### config.mk
export PLATFORM = sky130hd
export DESIGN_NAME = svm_queue
export DESIGN_NICKNAME = d
export VERILOG_FILES = /design/src/hdl/svm_pkg.sv /design/src/hdl/svm_queue.sv
export SDC_FILE = /design/constraint.sdc
export NUM_CORES = 1
export LEC_CHECK = 0
export BUFFER_PORTS_ARGS = -buffer_cell sky130_fd_sc_hd__buf_2
export CORE_MARGIN = 1
export CORE_UTILIZATION = 45
export DETAILED_ROUTE_END_ITERATION = 7
export PLACE_DENSITY = 0.79
export SKIP_LAST_GASP = 1
export SYNTH_ARGS = -nofsm -noshare
export SYNTH_HDL_FRONTEND = slang
export SYNTH_SLANG_ARGS = --single-unit
### constraint.sdc
create_clock -name clk -period 5.75 [get_ports clk]
set_input_delay 1.15 -clock clk [delete_from_list [all_inputs] [get_ports clk]]
set_output_delay 1.15 -clock clk [all_outputs]
set_load 0.05 [all_outputs]
### src/hdl/svm_pkg.sv
`timescale 1ns / 1ps
package svm_pkg;

	localparam int VOICES_DEF = 8;
	localparam int SAMPLE_DEPTH_DEF = 4096;
	localparam logic [15:0] GAIN_ONE = 16'h8000;

	typedef enum logic [1:0] {
		CMD_LOAD = 2'd0,
		CMD_PLAY = 2'd1,
		CMD_MIX  = 2'd2,
		CMD_NONE = 2'd3
	} cmd_t;

	typedef struct packed {
		logic [1:0]         cmd;
		logic [11:0]        addr;
		logic signed [15:0] sample_value;
		logic [12:0]        length;
		logic [15:0]        gain_left;
		logic [15:0]        gain_right;
		logic signed [15:0] music_left;
		logic signed [15:0] music_right;
	} req_t;

	typedef struct packed {
		logic signed [15:0] mix_left;
		logic signed [15:0] mix_right;
		logic               status;
		logic [2:0]         voice_slot;
		logic [7:0]         active_voices;
	} rsp_t;

	function automatic logic [15:0] clamp_gain(input logic [15:0] g);
		return (g > GAIN_ONE) ? GAIN_ONE : g;
	endfunction

	function automatic logic signed [15:0] round_sat(input logic signed [39:0] acc);
		logic signed [39:0] v;
		logic signed [24:0] q;
		v = acc + 40'sd16384;
		q = v[39:15];
		if (q > 25'sd32767)
			return 16'sh7fff;
		else if (q < -25'sd32768)
			return 16'sh8000;
		else
			return q[15:0];
	endfunction

endpackage

### src/hdl/svm_queue.sv
`timescale 1ns / 1ps
module svm_queue
	import svm_pkg::*;
(
	input  logic clk,
	input  logic arst_n,
	input  logic wr_valid,
	output logic wr_stall,
	input  req_t wr_data,
	output logic rd_valid,
	input  logic rd_take,
	output req_t rd_data
);

	req_t       mem_q [2];
	logic       wp_q;
	logic       rp_q;
	logic [1:0] cnt_q;

	assign wr_stall = (cnt_q == 2'd2);
	assign rd_valid = (cnt_q != 2'd0);
	assign rd_data  = mem_q[rp_q];

	always_ff @(posedge clk) begin
		if (wr_valid && !wr_stall)
			mem_q[wp_q] <= wr_data;
	end

	always_ff @(posedge clk or negedge arst_n) begin
		if (!arst_n) begin
			wp_q  <= 1'b0;
			rp_q  <= 1'b0;
			cnt_q <= 2'd0;
		end else begin
			if (wr_valid && !wr_stall)
				wp_q <= ~wp_q;
			if (rd_take)
				rp_q <= ~rp_q;
			cnt_q <= cnt_q + 2'(wr_valid && !wr_stall) - 2'(rd_take);
		end
	end

endmodule

## Word-level counts from Yosys, hierarchy flattened

Memories as Yosys holds them, arrays and structs flattened.
Index checks and enable logic that the tools add are counted.

| storage, ports and cells | value |
|---|---|
| output and inout port bits | 109 |
| input bits | 111 |
| bits in writable memories | 214 |
| bits in registers | 4 |
| memories | 1 |
| ROM bits | 0 |
| word-level logic and storage cells | 14 |
| bits in latches | 0 |

Memories:

| name | depth | width | rd ports | clocked after Yosys merged registers in | wr ports | RTL line | RTL |
|---|---|---|---|---|---|---|---|
| mem_q | 2 | 107 | 1 | 0 | 1 | svm_queue.sv:15 | `req_t mem_q [2];` |

| operators by class | value |
|---|---|
| equal/unequal tests | 1 |
| magnitude comparators | 0 |
| reductions and logical operators | 3 |
| shift-type cells | 0 |
| multiply operators | 0 |
| divide/modulo/power cells | 0 |
| add/sub/neg operators | 2 |
| bitwise gates (word level) | 2 |
| multiplexer cells | 2 |

Operators by type and width:

| operator | count |
|---|---|
| 2-bit by 1-bit adder with 2-bit output | 1 |
| 2-bit equality test (second input constant) | 1 |
| 1-bit 2-to-1 mux | 2 |
| 1-bit inverter | 2 |
| 2-bit nonzero test | 1 |
| 2-bit by 1-bit subtractor with 2-bit output | 1 |
| 1-bit logical AND | 1 |
| 1-bit zero test | 1 |

## Longest topological paths before layout

Gate-level depths: netlist (run 1).

| logic depth | value |
|---|---|
| depth in word-level cells | 5 |
| gate-level depth with buffers | 7 |
| depth with buffers taken out | 7 |

## Worst setup path before layout (run 1)

No wires, ideal clock.

| timing path | value |
|---|---|
| path kind | input port to flip-flop |
| start | input port wr_valid |
| end | memory mem_q[0][0] (netlist name), enable pin |
| required time | 5.176 ns |
| buffers on the path | 0 |
| setup slack | -0.519 ns |
| setup time | 0.574 ns |
| stages | 2 |
| data arrival time | 5.695 ns |
| path through | nand2_1 -> nor2_1 |

| between the ends | value |
|---|---|
| word-level cells in the longest chain between the ends | 3 |

RTL lines:

| element | RTL line | RTL |
|---|---|---|
| start, declared | svm_queue.sv:7 | `input logic wr_valid,` |
| 1-bit logical AND | svm_queue.sv:25 | `if (wr_valid && !wr_stall)` |
| 1-bit 2-to-1 mux | svm_queue.sv:25 |  |
| 1-bit 2-to-1 mux (not written as such) | svm_queue.sv:26 | `mem_q[wp_q] <= wr_data;` |
| end, declared | svm_queue.sv:15 |  |

Every way passes these cells.

==> run summary, run 1 <==
Reg2reg path depth: 3
Fin. max-slew vios: 0
Worst r2r src: cnt_q[1]$_DFF_PN0_
Routed met3 length: 1.02 mm
Period utilization: 69.1%
Met1 WL: 5.38 mm
WL final: 13.7 mm
Post-CTS Resized: 0
Synth-to-layout area growth: 25.8%
Global-route wire length before repair: 20.4 mm
TritonCTS buffer count: 22
Minimum clock period: 3.97 ns
Top sig layer: met4
Worst R2R End: mem_q[1][78]$_DFFE_PP_
Clk Tree Root Cell: clkbuf_16
DR iter-0 viols: 191
Setup WS pre-CTS: 2.25 ns
Crit path launch type: flip-flop
ANT nets after route: 0
Drc violations: 0
Pleak: 3.83 nW
Critical path class: flip-flop to primary output
Final hold violations: 0
Worst Setup EP: rd_data[6]
CTS sink cnt: 218
Actual slew at the worst max-slew pin: 1.13 ns
Share of cells above drive strength 1: 60.7%
Area contributors post-synth: edfxtp_1 (80%), mux2_2 (12%), mux2_4 (3.8%)
Nets@finish: 698
WHS: 0.468 ns
Initial Util: 46.2%
Maximum VDD drop: 0.350 mV
Number of synthesized flops with an enable pin: 214
DP HPWL: 9.14 mm
CTS max path bufs: 3
CORE AREA: 17300 um2
Worst min-delay path class: input port to asynchronous set/reset pin
Critical Path Start: rp_q$_DFFE_PN0P_
Setup TNS: 0 ns
Die W: 135 um
Fillers: 1289
Metal2 WL: 7.01 mm
Via count: 3977
Area of the multi-input gates: 1380 um2
Largest net degree at the start of global routing: 84
Top Ports: 220
Post-synthesis register bit count: 218
Setup ws final: 1.78 ns
Via density: 4.82
Vias in the first global route: 4068
Avg Inst Size Synth: 22.8 um2
Endpoint class of the critical path: primary output
Max Cap Viol: 0
Reg clk slew, reported paths: 0.06 ns
Required time of the critical path: 4.60 ns
Count leader, synth: edfxtp_1
GRT Resource Usage Total: 14.5%
Syn Inst Count: 350
Post-CTS setup buffer count: 0
Worst relative slew slack: 24.6%
RePlAce Congestion: 0.729
Synth top cells by count: edfxtp_1 (214), mux2_2 (87), mux2_4 (20), buf_2 (8)
Post-DR wirelength/cell: 16.6 um
Gr ovfl total: 0
FMAX: 252 MHz
Synth cell types: 15
CP Max Fanout: 83
Main synth FF type: edfxtp_1
Initial antenna violation count: 0
Async SR Flop Fraction: 1.83%
RSZ-0062 raised after global routing: false
Sequential area share after synthesis: 81.7%
IO Port Bufs: 219
DR pass1 iterations: 4
Die H: 135 um
Die area: 18300 um2
Row cnt: 48
Setup violators final: 0
Worst Skew: 0.0193 ns
Ys Warns: 0
CTS tree: done
H-tree level count: 1
Storage element area: 6530 um2
Pwr Density: 615 nW/um2
Post-synth net total: 463
Cell Area, Synth: 7990 um2
Hold-fix buffers, CTS: 0
Latest clock arrival within the worst-skew pair: 0.49 ns
Dominant cell type by area after synthesis: edfxtp_1
Placed Area: 9320 um2
Reg2reg setup slack: 3.44 ns
Final Cell Area: 10000 um2
Status: finished clean
Post-synth top area share: 80.5%
Ant diodes: 0
WP data arrival: 2.82 ns
critical path, stage by stage, from the launching register on:
cell and delay, ns:
dfrtp_4 1.16, buf_4 0.51, mux2_2 0.38, buf_2 0.21
kinds of logic after synthesis:
| logic type | share of synthesized area [%] |
|---|---|
| and+or+nand+nor | 0.329 |
| DFF | 81.7 |
| buffers and inverters | 1.16 |
| adders and majority gates | 0.313 |
| xor gates and xnor gates | 0.439 |
| muxes | 16.0 |
power by group:
part	total, W	switching, W	internal (W)
clock network	0.00140	0.000539	0.000859
logic	0.00241	0.00172	0.000689
registers	0.00237	0.000195	0.00218
how the worst min path moves through the flow:
stage                               endpoint  cells after the start
after floorplan             wp_q$_DFFE_PN0P_                      1
after global placement    cnt_q[0]$_DFF_PN0_                      1
after detailed placement  cnt_q[0]$_DFF_PN0_                      1
after CTS                   rp_q$_DFFE_PN0P_                      1
after global routing        wp_q$_DFFE_PN0P_                      1
final                       rp_q$_DFFE_PN0P_                      1
sequential cells by signal, indices dropped and copies added, names as in the netlist:
name	flops
mem_q	214
wp_q	1
cnt_q	2
rp_q	1
cell type report:
type	instances	share of cell area (%)
tap	225	2.80
timing repair buffer	223	11.2
inverter	2	0.0747
sequential	218	65.0
clock inverter	13	1.32
multi-input combinational	118	13.7
clock buffer	26	5.84
placed cells by master (no fill, tap or decap):
master / n
nand2_1: 1
clkinv_1: 6
xor2_1: 1
dfrtp_1: 3
clkinv_2: 4
edfxtp_1: 214
inv_1: 2
buf_4: 4
bufinv_16: 3
xnor2_1: 3
ha_1: 2
nand2b_1: 1
clkbuf_16: 23
mux2_4: 20
buf_2: 219
or2_2: 1
and3_4: 1
dfrtp_4: 1
mux2_2: 87
nor2_4: 1
clkbuf_1: 3
per-stage QoR:
stage / util, % / total power (W) / cells
final: 58.1 / 0.00617 / 825
after global routing: 58.1 / 0.00642 / 825
after CTS: 58.1 / 0.00625 / 825
after detailed placement: 53.9 / 0.00484 / 786
after global placement: 53.9 / 0.00479 / 786
after floorplan: - / 0.00437 / 350
layer usage:
metal | track usage, % | vias up
li1 | - | 1866
met1 | 16.4 | 1931
met5 | 0 | -
met4 | 4.87 | 0
met2 | 26.0 | 153
met3 | 4.12 | 27
(Power assumes the default switching activity.)
==> run 2, diff against run 1 <==
PLACE_DENSITY = 0.76   (was 0.79)
clock period = 4.05 ns   (was 5.75 ns; I/O delays follow)
==> run 2 against run 1 <==
Effect of this change: global-route usage up 0.74 points; highest routed layer unchanged; clock power up 32%; clock skew down 0.011 ns; cell count is 0.12% lower; largest power group unchanged; utilization is 0.17 points lower; total power rose by 41%; wire length up 3.5%.
==> run summary, run 2 (synthesis gave the netlist of run 1 again) <==
Die area: 18300 um2
Pwr Density: 867 nW/um2
Synth-to-layout area growth: 25.4%
Largest net degree at the start of global routing: 67
Leading cell type in the layout, fill and taps excluded: buf_2
Gr ovfl total: 0
CORE AREA: 17300 um2
Reg2reg path depth: 3
Reg clk slew, reported paths: 0.05 ns
Number of flip-flops in the largest register: 214
DR pass1 iterations: 4
Initial antenna violation count: 0
Placed Area: 9360 um2
CTS max path bufs: 3
Die H: 135 um
Vias in the first global route: 4191
Inst Count DP: 787
Post-DR wirelength/cell: 17.2 um
Top Ports: 220
H-tree level count: 1
Met2 Resource Use GR: 27.7%
Worst Skew: 0.00859 ns
Fin. max-slew vios: 0
Family with the most delay on the worst path: buffers and inverters
Worst relative slew slack: 49.9%
CP Max Fanout: 42
Pleak: 3.81 nW
Latest clock arrival within the worst-skew pair: 0.49 ns
Post-CTS Resized: 0
Maximum VDD drop: 0.486 mV
Clk Tree Root Cell: clkbuf_16
ANT nets after route: 0
Actual slew at the worst max-slew pin: 0.751 ns
Ant diodes: 0
GR peak layer: met2
RePlAce Congestion: 0.729
Share of cells above drive strength 1: 60.4%
RSZ-0062 raised after global routing: false
WL final: 14.2 mm
Endpoint class of the critical path: primary output
DP HPWL: 9.38 mm
Slowest stage delay, CP: 0.51 ns
Registers with the most flip-flops: mem_q (214), cnt_q (2)
Worst min-delay path class: input port to asynchronous set/reset pin
Slowest CP cell: buf_4
FMAX: 346 MHz
Setup violators final: 0
Drc violations: 0
Crit path launch type: flip-flop
Nets@finish: 699
Final hold violations: 0
Hold-fix buffers, CTS: 0
DR iter-0 viols: 154
Max Cap Viol: 0
Status: finished clean
WP data arrival: 2.08 ns
Via density: 4.80
Setup TNS: 0 ns
Critical path class: flip-flop to primary output
Post-CTS setup buffer count: 0
Initial Util: 46.2%
WHS: 0.124 ns
Row cnt: 48
Period utilization: 71.4%
Minimum clock period: 2.89 ns
GRT Resource Usage Total: 15.2%
TritonCTS buffer count: 22
Commonest cells after routing, fill and taps aside: buf_2 (219), edfxtp_1 (214), mux2_2 (87)
Cells along the critical path: buf_4 -> mux2_2 -> buf_2
Die W: 135 um
Crit path buf inv count: 2
Global-route wire length before repair: 21.3 mm
CTS tree: done
Fillers: 1309
GR Util met3: 5.42%
GR Layer Usage met1: 16.6%
IO Port Bufs: 219
Via count: 3957
Reg2reg setup slack: 2.04 ns
WP depth: 3
Largest register by flop count: mem_q
Required time of the critical path: 3.24 ns
Fin cells: 824
CTS sink cnt: 218
Final Cell Area: 10000 um2
[run 2: cell types whose count changed in the layout (fill, tap and decap cells not counted)]
cell       delta
buf_12        +2
buf_4         -1
bufinv_16     -2
clkbuf_1      +2
clkinv_1      -1
clkinv_2      -1
[run 2: layer usage]
layer / up-vias / routed length [um]
li1: 1859 / -
met1: 1925 / 5230
met2: 149 / 7420
met3: 24 / 1230
met4: 0 / 295
met5: - / 0
[run 2: power breakdown]
part	switching, W	internal, W	leakage (nW)	total (W)
Combinational	0.00263	0.000999	1.45	0.00362
Sequential	0.000121	0.00309	2.03	0.00321
Clock	0.000757	0.00109	0.323	0.00185
[run 2: final timing paths]
check                                          end               start
setup / recovery                       rd_data[57]    rp_q$_DFFE_PN0P_
hold / removal                    wp_q$_DFFE_PN0P_              arst_n
setup reg to reg           mem_q[1][100]$_DFFE_PP_  cnt_q[1]$_DFF_PN0_
hold reg to reg                 cnt_q[0]$_DFF_PN0_  cnt_q[0]$_DFF_PN0_
max in group asynchronous         rp_q$_DFFE_PN0P_              arst_n
min in group clk            mem_q[1][63]$_DFFE_PP_         wr_data[63]
[run 2: final cells by class]
type                    instances  area [um2]  area share (%)
flip-flops and latches        218        6530            65.2
multi-input cells             118        1380            13.8
repair buffers                224        1160            11.6
clock buffers                  28         594            5.93
well taps                     225         282            2.81
clock inverters                 9        63.8           0.637
inverters                       2        7.51          0.0750
[run 2: worst register-to-register path, cell delays in order, from the launching register on]
cell and delay (ns):
dfrtp_1 0.40, nand2b_1 0.13, and3_4 0.69, buf_12 0.40
[run 2: through the flow]
| stage | setup slack [ns] | total power [W] | utilization (%) |
|---|---|---|---|
| 6_report | 1.16 | 0.00868 | 57.9 |
| 3_3_place_gp | 1.69 | 0.00684 | 54.1 |
| 2_1_floorplan | 0.238 | 0.00619 | - |
| 3_5_place_dp | 1.66 | 0.00692 | 54.1 |
| 4_1_cts | 1.12 | 0.00879 | 57.9 |
| 5_1_grt | 1.08 | 0.00902 | 57.9 |
